--- src/design/dots_pkg.sv ---
`timescale 1ns / 1ps
`default_nettype none
// ----------------------------------------------------------------------------
// dots_pkg: shared types and constants of the dual order task sorter
// Table depth, entry layout, result kinds and the per-cell control bundle.
// ----------------------------------------------------------------------------
package dots_pkg;

   localparam int DEPTH = 16;
   localparam int CNT_W = $clog2(DEPTH + 1);

   // request action codes
   localparam logic ACT_INSERT = 1'b0;
   localparam logic ACT_LIST   = 1'b1;

   // result kind codes
   localparam logic [1:0] KIND_INS_OK   = 2'd0;
   localparam logic [1:0] KIND_INS_FULL = 2'd1;
   localparam logic [1:0] KIND_ENTRY    = 2'd2;
   localparam logic [1:0] KIND_EMPTY    = 2'd3;

   // table select codes
   localparam logic SEL_PRIO = 1'b0;
   localparam logic SEL_TIME = 1'b1;

   typedef struct packed {
      logic [7:0]  task_id;
      logic [15:0] exec_time;
      logic [7:0]  prio;
   } entry_type;

   // per-cycle command to every cell of one chain
   typedef struct packed {
      logic ins;   // insert the new entry at its sorted place
      logic rot;   // rotate the occupied cells one place toward the head
   } cell_ctrl_type;

endpackage : dots_pkg
`default_nettype wire

--- src/design/dots_cell.sv ---
`timescale 1ns / 1ps
`default_nettype none
// ----------------------------------------------------------------------------
// dots_cell: one slot of a sorted chain
// Holds one entry, compares it with the incoming key and shifts or rotates.
// ----------------------------------------------------------------------------
module dots_cell (
   input  wire                          clock,
   input  dots_pkg::cell_ctrl_type      ctrl,
   input  wire                          by_time,
   input  wire                          is_empty,
   input  wire                          is_tail,
   input  dots_pkg::entry_type          new_entry,
   input  dots_pkg::entry_type          prev_entry,
   input  wire                          prev_cond,
   input  dots_pkg::entry_type          next_entry,
   input  dots_pkg::entry_type          wrap_entry,
   output dots_pkg::entry_type          entry,
   output logic                         cond
);

   dots_pkg::entry_type entry_ff;
   dots_pkg::entry_type entry_in;

   // true where the new entry belongs at or before this slot
   always_comb begin
      if (by_time) begin
         cond = is_empty | (entry_ff.exec_time > new_entry.exec_time);
      end else begin
         cond = is_empty | (entry_ff.prio < new_entry.prio);
      end
   end

   always_comb begin
      entry_in = entry_ff;
      if (ctrl.rot) begin
         entry_in = is_tail ? wrap_entry : next_entry;
      end else if (ctrl.ins && cond) begin
         entry_in = prev_cond ? prev_entry : new_entry;
      end
   end

   always_ff @(posedge clock) begin
      entry_ff <= entry_in;
   end

   assign entry = entry_ff;

endmodule : dots_cell
`default_nettype wire

--- src/design/dots_chain.sv ---
`timescale 1ns / 1ps
`default_nettype none
// ----------------------------------------------------------------------------
// dots_chain: row of cells forming one sorted table
// Inserts by parallel compare and shift; lists by rotation.
// ----------------------------------------------------------------------------
module dots_chain (
   input  wire                              clock,
   input  dots_pkg::cell_ctrl_type          ctrl,
   input  wire                              by_time,
   input  wire [dots_pkg::CNT_W-1:0]        count,
   input  dots_pkg::entry_type              new_entry,
   output dots_pkg::entry_type              head
);

   dots_pkg::entry_type cell_q [dots_pkg::DEPTH];
   logic                cond_q [dots_pkg::DEPTH];

   for (genvar i = 0; i < dots_pkg::DEPTH; i++) begin : g_cell
      dots_pkg::entry_type prev_e;
      dots_pkg::entry_type next_e;
      logic                prev_c;

      if (i == 0) begin : g_first
         assign prev_e = new_entry;
         assign prev_c = 1'b0;
      end else begin : g_rest
         assign prev_e = cell_q[i-1];
         assign prev_c = cond_q[i-1];
      end

      if (i == dots_pkg::DEPTH - 1) begin : g_lastc
         assign next_e = cell_q[0];
      end else begin : g_midc
         assign next_e = cell_q[i+1];
      end

      dots_cell u_cell (
         .clock      (clock),
         .ctrl       (ctrl),
         .by_time    (by_time),
         .is_empty   (dots_pkg::CNT_W'(i) >= count),
         .is_tail    (dots_pkg::CNT_W'(i + 1) == count),
         .new_entry  (new_entry),
         .prev_entry (prev_e),
         .prev_cond  (prev_c),
         .next_entry (next_e),
         .wrap_entry (cell_q[0]),
         .entry      (cell_q[i]),
         .cond       (cond_q[i])
      );
   end

   assign head = cell_q[0];

endmodule : dots_chain
`default_nettype wire

--- src/design/dual_order_task_sorter_top.sv ---
`timescale 1ns / 1ps
`default_nettype none
// ----------------------------------------------------------------------------
// dual_order_task_sorter_top: task table kept in priority and time order
// Two chains of cells hold the same tasks, sorted two ways.
// ----------------------------------------------------------------------------
// Usage:
//   req channel: tuser = action (insert or list); tdata = priority_req [7:0],
//   exec_time [23:8], task_id [31:24].
//   rsp channel: tuser = kind [1:0], list_sel [2]; tdata = out_priority [7:0],
//   out_exec_time [23:8], out_task_id [31:24]; tlast marks the final result.
//   Insert: both chains compare and shift in the accept cycle; the status
//   transfer is offered in the cycle after accept. A full table drops the task
//   and answers with the rejected kind.
//   List: the priority chain, then the time chain, rotates toward its head,
//   one entry per cycle while the receiver keeps up, 2 * count transfers;
//   the first is offered once the listing state and then the result register
//   have loaded. After count rotations each chain is back in order.
//   One item is worked at a time: req_tready is high only when no listing is
//   running and the result register is free or being drained.
//   A receiver stall holds the result register and freezes the listing.
//   Reset empties the table (count = 0) and drops any pending result.
// ----------------------------------------------------------------------------
module dual_order_task_sorter_top (
   input  wire         clock,
   input  wire         reset,
   input  wire         req_tvalid,
   output logic        req_tready,
   input  wire [31:0]  req_tdata,   // priority_req[7:0], exec_time[23:8], task_id[31:24]
   input  wire         req_tuser,   // action
   output logic        rsp_tvalid,
   input  wire         rsp_tready,
   output logic [31:0] rsp_tdata,   // out_priority[7:0], out_exec_time[23:8], out_task_id[31:24]
   output logic [2:0]  rsp_tuser,   // kind[1:0], list_sel[2]
   output logic        rsp_tlast
);

   localparam logic [1:0] ST_IDLE   = 2'd0;
   localparam logic [1:0] ST_LIST_P = 2'd1;
   localparam logic [1:0] ST_LIST_T = 2'd2;

   logic [1:0]                 state_ff, state_in;
   logic [dots_pkg::CNT_W-1:0] count_ff, count_in;
   logic [dots_pkg::CNT_W-1:0] idx_ff, idx_in;

   logic                rsp_valid_ff, rsp_valid_in;
   dots_pkg::entry_type rsp_entry_ff, rsp_entry_in;
   logic [1:0]          rsp_kind_ff, rsp_kind_in;
   logic                rsp_sel_ff, rsp_sel_in;
   logic                rsp_last_ff, rsp_last_in;

   dots_pkg::entry_type     new_entry;
   dots_pkg::entry_type     head_p, head_t;
   dots_pkg::cell_ctrl_type ctrl_p, ctrl_t;

   logic out_free;
   logic accept;
   logic full;
   logic at_end;

   assign new_entry = dots_pkg::entry_type'(req_tdata);
   assign out_free  = !rsp_valid_ff || rsp_tready;
   assign req_tready = (state_ff == ST_IDLE) && out_free;
   assign accept    = req_tvalid && req_tready;
   assign full      = (count_ff == dots_pkg::CNT_W'(dots_pkg::DEPTH));
   assign at_end    = (idx_ff == count_ff - dots_pkg::CNT_W'(1));

   dots_chain u_chain_prio (
      .clock     (clock),
      .ctrl      (ctrl_p),
      .by_time   (1'b0),
      .count     (count_ff),
      .new_entry (new_entry),
      .head      (head_p)
   );

   dots_chain u_chain_time (
      .clock     (clock),
      .ctrl      (ctrl_t),
      .by_time   (1'b1),
      .count     (count_ff),
      .new_entry (new_entry),
      .head      (head_t)
   );

   always_comb begin
      state_in     = state_ff;
      count_in     = count_ff;
      idx_in       = idx_ff;
      rsp_entry_in = rsp_entry_ff;
      rsp_kind_in  = rsp_kind_ff;
      rsp_sel_in   = rsp_sel_ff;
      rsp_last_in  = rsp_last_ff;
      rsp_valid_in = rsp_valid_ff && !rsp_tready;
      ctrl_p       = '0;
      ctrl_t       = '0;

      unique case (state_ff)
         ST_IDLE: begin
            if (accept) begin
               if (req_tuser == dots_pkg::ACT_INSERT) begin
                  // status transfer; store the task unless the table is full
                  rsp_valid_in = 1'b1;
                  rsp_entry_in = '0;
                  rsp_sel_in   = dots_pkg::SEL_PRIO;
                  rsp_last_in  = 1'b1;
                  if (full) begin
                     rsp_kind_in = dots_pkg::KIND_INS_FULL;
                  end else begin
                     rsp_kind_in = dots_pkg::KIND_INS_OK;
                     ctrl_p.ins  = 1'b1;
                     ctrl_t.ins  = 1'b1;
                     count_in    = count_ff + dots_pkg::CNT_W'(1);
                  end
               end else if (count_ff == '0) begin
                  rsp_valid_in = 1'b1;
                  rsp_entry_in = '0;
                  rsp_sel_in   = dots_pkg::SEL_PRIO;
                  rsp_kind_in  = dots_pkg::KIND_EMPTY;
                  rsp_last_in  = 1'b1;
               end else begin
                  state_in = ST_LIST_P;
                  idx_in   = '0;
               end
            end
         end
         ST_LIST_P: begin
            if (out_free) begin
               // emit the head, then rotate the chain to bring up the next one
               rsp_valid_in = 1'b1;
               rsp_entry_in = head_p;
               rsp_sel_in   = dots_pkg::SEL_PRIO;
               rsp_kind_in  = dots_pkg::KIND_ENTRY;
               rsp_last_in  = 1'b0;
               ctrl_p.rot   = 1'b1;
               if (at_end) begin
                  state_in = ST_LIST_T;
                  idx_in   = '0;
               end else begin
                  idx_in = idx_ff + dots_pkg::CNT_W'(1);
               end
            end
         end
         ST_LIST_T: begin
            if (out_free) begin
               rsp_valid_in = 1'b1;
               rsp_entry_in = head_t;
               rsp_sel_in   = dots_pkg::SEL_TIME;
               rsp_kind_in  = dots_pkg::KIND_ENTRY;
               rsp_last_in  = at_end;
               ctrl_t.rot   = 1'b1;
               if (at_end) begin
                  state_in = ST_IDLE;
               end else begin
                  idx_in = idx_ff + dots_pkg::CNT_W'(1);
               end
            end
         end
         default: begin
            state_in = ST_IDLE;
         end
      endcase
   end

   always_ff @(posedge clock) begin
      if (reset) begin
         state_ff     <= ST_IDLE;
         count_ff     <= '0;
         idx_ff       <= '0;
         rsp_valid_ff <= 1'b0;
      end else begin
         state_ff     <= state_in;
         count_ff     <= count_in;
         idx_ff       <= idx_in;
         rsp_valid_ff <= rsp_valid_in;
      end
   end

   // result payload; needs no reset
   always_ff @(posedge clock) begin
      rsp_entry_ff <= rsp_entry_in;
      rsp_kind_ff  <= rsp_kind_in;
      rsp_sel_ff   <= rsp_sel_in;
      rsp_last_ff  <= rsp_last_in;
   end

   assign rsp_tvalid = rsp_valid_ff;
   assign rsp_tdata  = 32'(rsp_entry_ff);
   assign rsp_tuser  = {rsp_sel_ff, rsp_kind_ff};
   assign rsp_tlast  = rsp_last_ff;

   a_count_bound: assert property (@(posedge clock) disable iff (reset)
      count_ff <= dots_pkg::CNT_W'(dots_pkg::DEPTH))
      else $error("entry count above table depth");

   a_list_nonempty: assert property (@(posedge clock) disable iff (reset)
      (state_ff != ST_IDLE) |-> (count_ff != '0) && (idx_ff < count_ff))
      else $error("listing with empty table or index past count");

   a_insert_counts: assert property (@(posedge clock) disable iff (reset)
      (accept && req_tuser == dots_pkg::ACT_INSERT && !full)
      |=> (count_ff == $past(count_ff) + dots_pkg::CNT_W'(1)))
      else $error("accepted insert did not grow the table");

   a_last_entry_time: assert property (@(posedge clock) disable iff (reset)
      (rsp_valid_ff && rsp_kind_ff == dots_pkg::KIND_ENTRY && rsp_last_ff)
      |-> (rsp_sel_ff == dots_pkg::SEL_TIME))
      else $error("final listing entry not from the time table");

   a_count_stable_list: assert property (@(posedge clock) disable iff (reset)
      (state_ff != ST_IDLE) |=> $stable(count_ff))
      else $error("table count changed during a listing");

endmodule : dual_order_task_sorter_top
`default_nettype wire

--- config.mk ---
export PLATFORM = sky130hd
export DESIGN_NAME = dual_order_task_sorter_top
export DESIGN_NICKNAME = d
export VERILOG_FILES = /design/src/design/dots_pkg.sv /design/src/design/dots_cell.sv /design/src/design/dots_chain.sv /design/src/design/dual_order_task_sorter_top.sv
export SDC_FILE = /design/constraint.sdc
export NUM_CORES = 2
export LEC_CHECK = 0
export BUFFER_PORTS_ARGS = -buffer_cell sky130_fd_sc_hd__buf_2
export CORE_MARGIN = 2
export CORE_UTILIZATION = 55
export CTS_BUF_LIST = sky130_fd_sc_hd__clkbuf_4 sky130_fd_sc_hd__clkbuf_8 sky130_fd_sc_hd__clkbuf_16
export CTS_CLUSTER_DIAMETER = 40
export CTS_CLUSTER_SIZE = 24
export DETAILED_ROUTE_END_ITERATION = 7
export HOLD_SLACK_MARGIN = 0.03
export PLACE_DENSITY = 0.68
export SLEW_MARGIN = 0
export SYNTH_ARGS = -nofsm -noshare
export SYNTH_HDL_FRONTEND = slang
export SYNTH_SLANG_ARGS = --single-unit
--- constraint.sdc ---
create_clock -name clock -period 6.5 [get_ports clock]
set_input_delay 0.325 -clock clock [delete_from_list [all_inputs] [get_ports clock]]
set_output_delay 0.325 -clock clock [all_outputs]
set_load 0.02 [all_outputs]
* After elaboration in Yosys (flattened, before gate mapping)
Index checks and enable logic that the tools add are counted.
Storage, ports and cells: flip-flop bits (word level) 1073, bits of input ports 37, output and inout bits 38, logic and storage cells 479
Cells by class: $add $sub $neg 3, $lt $le $gt $ge 48, eq/ne operators 31, multiplexer cells 175, bitwise gates (word level) 34, reduce and logical (&&, ||, !) cells 82
Operator list (count):
- 32-bit two-way mux | 129
- 16-bit > comparator | 16
- 8-bit < comparator | 16
- 32-bit one-hot mux with 3 select lines | 1
- 2-bit nonzero test | 33
- 4-bit by 5-bit == test with 1-bit output, first input constant | 8
- 4-bit by 5-bit >= comparator with 1-bit output, first input constant | 8
- 1-bit logical AND | 35
- 5-bit two-way mux | 7
- 1-bit OR | 32
- 2-bit two-way mux | 11
- 1-bit two-way mux | 21
- 3-bit by 5-bit == test with 1-bit output, first input constant | 4
- 3-bit by 5-bit >= comparator with 1-bit output, first input constant | 4
- 2-bit != test, second input constant | 10
- 5-bit one-hot mux with 3 select lines | 1
- 7-bit AND reduction | 2
- 5-bit by 1-bit adder with 5-bit output, second input constant | 2
- 2-bit by 5-bit == test with 1-bit output, first input constant | 2
- 1-bit by 5-bit >= comparator with 1-bit output, first input constant | 2
- 2-bit by 5-bit >= comparator with 1-bit output, first input constant | 2
- 4-bit AND reduction | 2
- 1-bit one-hot mux with 3 select lines | 2
- 2-bit one-hot mux with 3 select lines | 1
- other kinds (19) | 22

* Longest topological paths before layout
depth after elaboration 9, gate-level depth with buffers 13, mapped depth without buffers 9

* Hierarchy
A second synthesis with hierarchy kept.
Second synthesis, totals: cells, all modules 8708, area total of the unflattened synthesis 83744.1 µm²
By module, submodules not included:
- dots_cell at u_chain_prio.g_cell[0].u_cell ... | times used 27, cells an instance 262, area an instance 2519.9 µm², sequential area each 960.9 µm²
- dots_cell at u_chain_time.g_cell[6].u_cell ... | times used 4, cells an instance 261, area an instance 2522.4 µm², sequential area each 960.9 µm²
- dots_cell at u_chain_prio.g_cell[6].u_cell | times used 1, cells an instance 262, area an instance 2518.7 µm², sequential area each 960.9 µm²
- dual_order_task_sorter_top | times used 1, cells an instance 224, area an instance 2472.4 µm², sequential area each 1341.3 µm²
- dots_chain | times used 2, cells an instance 52, area an instance 312.8 µm², sequential area each 0.0 µm²

* Least setup slack after synthesis
OpenSTA, ideal clock, no wires.
path type input to register, start input req_tdata[19], end register u_chain_time.g_cell[0].u_cell.entry_ff (netlist bit u_chain_time.g_cell[0].u_cell.entry[0]), enable pin, setup time 0.480 ns, data arrival time 4.598 ns, data required time 6.020 ns, slack 1.422 ns, stages 11, path through inv_1 > ha_1 > and4_1 > nand3b_1 > a21o_1 > o211ai_1 > o21ai_0 > and3_1 > clkbuf_1 > clkbuf_1 > a311oi_1
Between the ends: cells in the longest elaborated chain, start to end 5
RTL lines:
- start, declared | line dual_order_task_sorter_top.sv:29 | input wire [31:0] req_tdata,
- 16-bit > comparator | line dots_cell.sv:28 | cond = is_empty | (entry_ff.exec_time > new_entry.exec_time);
- 1-bit OR | line dots_cell.sv:28
- 1-bit logical AND | line dots_cell.sv:38 | end else if (ctrl.ins && cond) begin
- 2-bit nonzero test (no line)
- 2-bit AND reduction (no line)
- end signal, assigned | line dots_cell.sv:44 | entry_ff <= entry_in;
- end, declared | line dots_cell.sv:22 | dots_pkg::entry_type entry_ff;
No other way between the ends. A chain may end at the register's enable or synchronous reset.

==> flow_metrics.py <==
metrics = {
    "run_status": {
        "status": "finished with violations",
        "violations": "DRC",
    },
    "yosys": {
        "synth_edf_count": 1060,
        "syn_nets": 7227,
        "async_reset_ff_frac": 0,
        "synth_area_um2": 70000,
        "yosys.area_share.simple": 0.142,
        "synth_seq_cells": 1073,
        "syn_area_per_cell_um2": 10.3,
        "synthAdderAreaFrac": 0.0674,
        "ys.flop_type": "edfxtp_1",
        "synth_cells": 6813,
        "synth_top_family_by_area": "compound AO/OA/AOI/OAI gates",
        "synth_mux_area_frac": 0.117,
        "ys_seq_area_frac": 0.459,
        "yosys_warnings": 0,
        "synth_xor_area_frac": 0.00175,
        "synth_compound_area_frac": 0.169,
        "synth.distinct_cells": 71,
    },
    "clocking": {
        "clkLatencyLatePin_ns": 0.85,
        "cts.clk_slew.worst_paths_ns": 0.05,
        "numCtsBuffers": 179,
        "cts-root-buf": "clkbuf_16",
        "postCtsHoldBufs": 6,
        "clockBufferDepth": 3,
        "clock_sinks": 1073,
        "cts_resized": 0,
        "cts_setup_buffers": 0,
        "htree_levels": 4,
        "cts_tree": "built",
    },
    "timing": {
        "rsz0062_at_grt": "no",
        "period_share": 0.777,
        "finalClockSkew_ns": 0.0406,
        "maxSlewHeadroom": 0.0455,
        "fmaxAchievable_mhz": 198,
        "slew_viol_final": 0,
        "hold_violations": 0,
        "tns_ns": 0,
        "setup_viol": 0,
        "layout_min_cycle_time_ns": 5.05,
        "worst_pin_slew_ns": 1.43,
    },
    "min_path": {
        "hold_path.class": "input pin to flip-flop",
        "worst_hold_path.num_cells": 3,
        "hold_path.startpoint": "req_tdata[17]",
        "holdPathEnd": "u_chain_time.g_cell[4].u_cell.entry[17]",
    },
    "layout": {
        "area_growth_pct": 11.3,
        "seq_area_um2": 32100,
        "fin_cells": 8329,
        "fin_area_um2": 77900,
        "nNetsFinal": 6939,
        "nFillCells": 10302,
        "multiInputGateArea_um2": 35400,
        "drive_gt1_frac": 0.116,
    },
    "critical_path": {
        "critical_path.cell_chain": "buf_4 > nor3_2 > nand2_1 > buf_4 > nand2_2 > nand2_2 > o21a_1",
        "criticalPathCategory": "flip-flop to flip-flop",
        "arrival_ns": 5.62,
        "critPathMaxFanout": 33,
        "r2r_slack_ns": 1.45,
        "startpoint_type": "flip-flop",
        "worstPathRequired_ns": 7.07,
        "critPathSlowestCell": "nand2_2",
        "rr_startpoint": "count_ff[2]",
        "critical_path.reg2reg.endpoint": "u_chain_prio.g_cell[1].u_cell.entry[26]",
        "worst-r2r-cell-count": 7,
        "slowest_delay_ns": 1.20,
        "cp-end-kind": "flip-flop",
    },
    "run": {
        "drv_cap": 0,
    },
    "die": {
        "dieArea_um2": 130000,
        "rows": 130,
        "fp.dieH_um": 361,
        "fp.dieW_um": 361,
        "start_util": 0.556,
        "core_um2": 126000,
        "ioPinCount": 75,
    },
    "placement": {
        "routabilityCongestion": 0.991,
        "numPortBuffers": 74,
        "dp_cells": 7988,
        "dpl_cell_area_um2": 71500,
        "dp_hpwl_mm": 163,
    },
    "route": {
        "vias": 61050,
        "wl_mm": 269,
        "drt_iter0_markers": 9642,
        "drc_errors": 5,
        "routedWlPerCell_um": 32.3,
        "postRouteAntennaNets": 0,
        "via_per_inst": 7.33,
        "firstDrtPassIters": 8,
    },
    "global_routing": {
        "grt_max_degree": 227,
        "grt.total_usage": 0.402,
        "grt_pass1_vias": 58456,
        "use_met3": 0.101,
        "grt_first_pass_wirelength_mm": 391,
        "grt.busiest_layer": "met2",
        "gr-total-overflow": 0,
        "antenna_found_initial": 9,
        "grt_util_met1": 0.520,
        "grtUsageMet2": 0.613,
    },
    "power_and_ir_drop": {
        "ir_worst_vdd_v": 0.000306,
        "power_leakage_nw": 29.8,
        "cellPowerDensity_nw_per_um2": 272,
    },
}
routing by layer:
metal / share of wire / vias up / wire length, um
met5: 0.00015 / - / 41
met2: 0.44 / 4529 / 118000
met3: 0.12 / 964 / 32600
met1: 0.37 / 29729 / 100000
met4: 0.064 / 6 / 17300
li1: - / 25822 / -
cells in the final DEF (no fill, tap or decap), drive strengths merged, types with 143 or more instances in the layout:
cell type	count
mux2i	713
o21ai	148
nand2	769
o221ai	384
edfxtp	1060
a21oi	412
ha	377
nor2	341
a211oi	262
and3	203
nor2b	143
clkbuf	188
buf	240
nand3	463
logic make-up (layout without fill, tap and decap cells):
| logic type | Yosys count | in the layout |
|---|---|---|
| flip-flops | 1073 | 1073 |
| XOR/XNOR | 14 | 14 |
| AO/OA/AOI/OAI | 1648 | 1648 |
| adder cells (fa/ha/maj) | 377 | 377 |
| other | 0 | 1 |
| AND/OR/NAND/NOR | 2122 | 2122 |
| buffers and inverters | 772 | 637 |
| multiplexers | 807 | 807 |
worst max-delay path: cells and delay by family, from the launching register on:
kind,cells,cell delay [ns]
AO/OA/AOI/OAI,1,0.51
buffers and inverters,2,0.57
flip-flops,1,0.30
AND/OR/NAND/NOR,4,3.31
how the worst max path moves through the flow:
stage / start / end / slack [ns] / depth (start not counted)
final: count_ff[2] / u_chain_prio.g_cell[1].u_cell.entry[26] / 1.45 / 7
after global placement: req_tdata[5] / u_chain_prio.g_cell[9].u_cell.entry[6] / 1.85 / 11
after detailed placement: count_ff[1] / u_chain_prio.g_cell[10].u_cell.entry[25] / 1.80 / 9
after CTS: count_ff[1] / u_chain_prio.g_cell[10].u_cell.entry[27] / 1.75 / 9
after floorplan: req_tdata[19] / u_chain_time.g_cell[0].u_cell.entry[0] / 1.42 / 11
after global routing: count_ff[1] / u_chain_prio.g_cell[10].u_cell.entry[23] / 1.40 / 9
final cells by class:
| class | count | area share |
|---|---|---|
| multi-input combinational | 4968 | 0.455 |
| tap | 1650 | 0.0265 |
| clock buffer | 188 | 0.0584 |
| antenna | 1 | 0.0000321 |
| sequential | 1073 | 0.412 |
| timing repair buffer | 246 | 0.0233 |
| clock inverter | 146 | 0.0221 |
| inverter | 57 | 0.00275 |
state kept, by name, summed over array words and instances, names as in the netlist:
signal and cells:
idx_ff 5, state_ff 2, rsp_tlast 1, count_ff 5
u_chain_prio.g_cell.u_cell.entry 512, rsp_kind_ff 2, rsp_sel_ff 1, rsp_tvalid 1
rsp_tdata 32, u_chain_time.g_cell.u_cell.entry 512
cell usage after synthesis, types with 56 or more instances:
master    count  area, um^2
a21oi_1     411        2060
mux2i_1     713        7140
nor2b_1     143         895
edfxtp_1   1060       31800
buf_2        68         340
inv_1        56         210
clkbuf_1    537        2020
buf_1        85         319
o211ai_1     59         443
o21ai_0     147         736
a21o_1       78         586
and3_1      203        1270
mux2_2       94        1060
nand2_1     769        2890
ha_1        377        4720
o221ai_1    384        3360
nor2_1      341        1280
nand4_1      78         488
a211oi_1    261        1960
nand3_1     463        2320
power breakdown:
| group | internal (W) | leakage (nW) | switching (W) |
|---|---|---|---|
| clock network | 0.00611 | 3.01 | 0.00393 |
| registers | 0.00827 | 10.0 | 0.000444 |
| logic | 0.000811 | 16.7 | 0.00157 |
stage by stage:
stage | setup slack [ns] | hold slack, ns | util | power [W]
after floorplan | 1.42 | 0.503 | - | 0.0101
after global placement | 1.85 | 0.516 | 0.568 | 0.0110
after detailed placement | 1.80 | 0.521 | 0.568 | 0.0111
after CTS | 1.75 | 0.0489 | 0.618 | 0.0210
after global routing | 1.40 | 0.113 | 0.618 | 0.0216
final | 1.45 | 0.0689 | 0.618 | 0.0211
(Power assumes the default switching activity.)
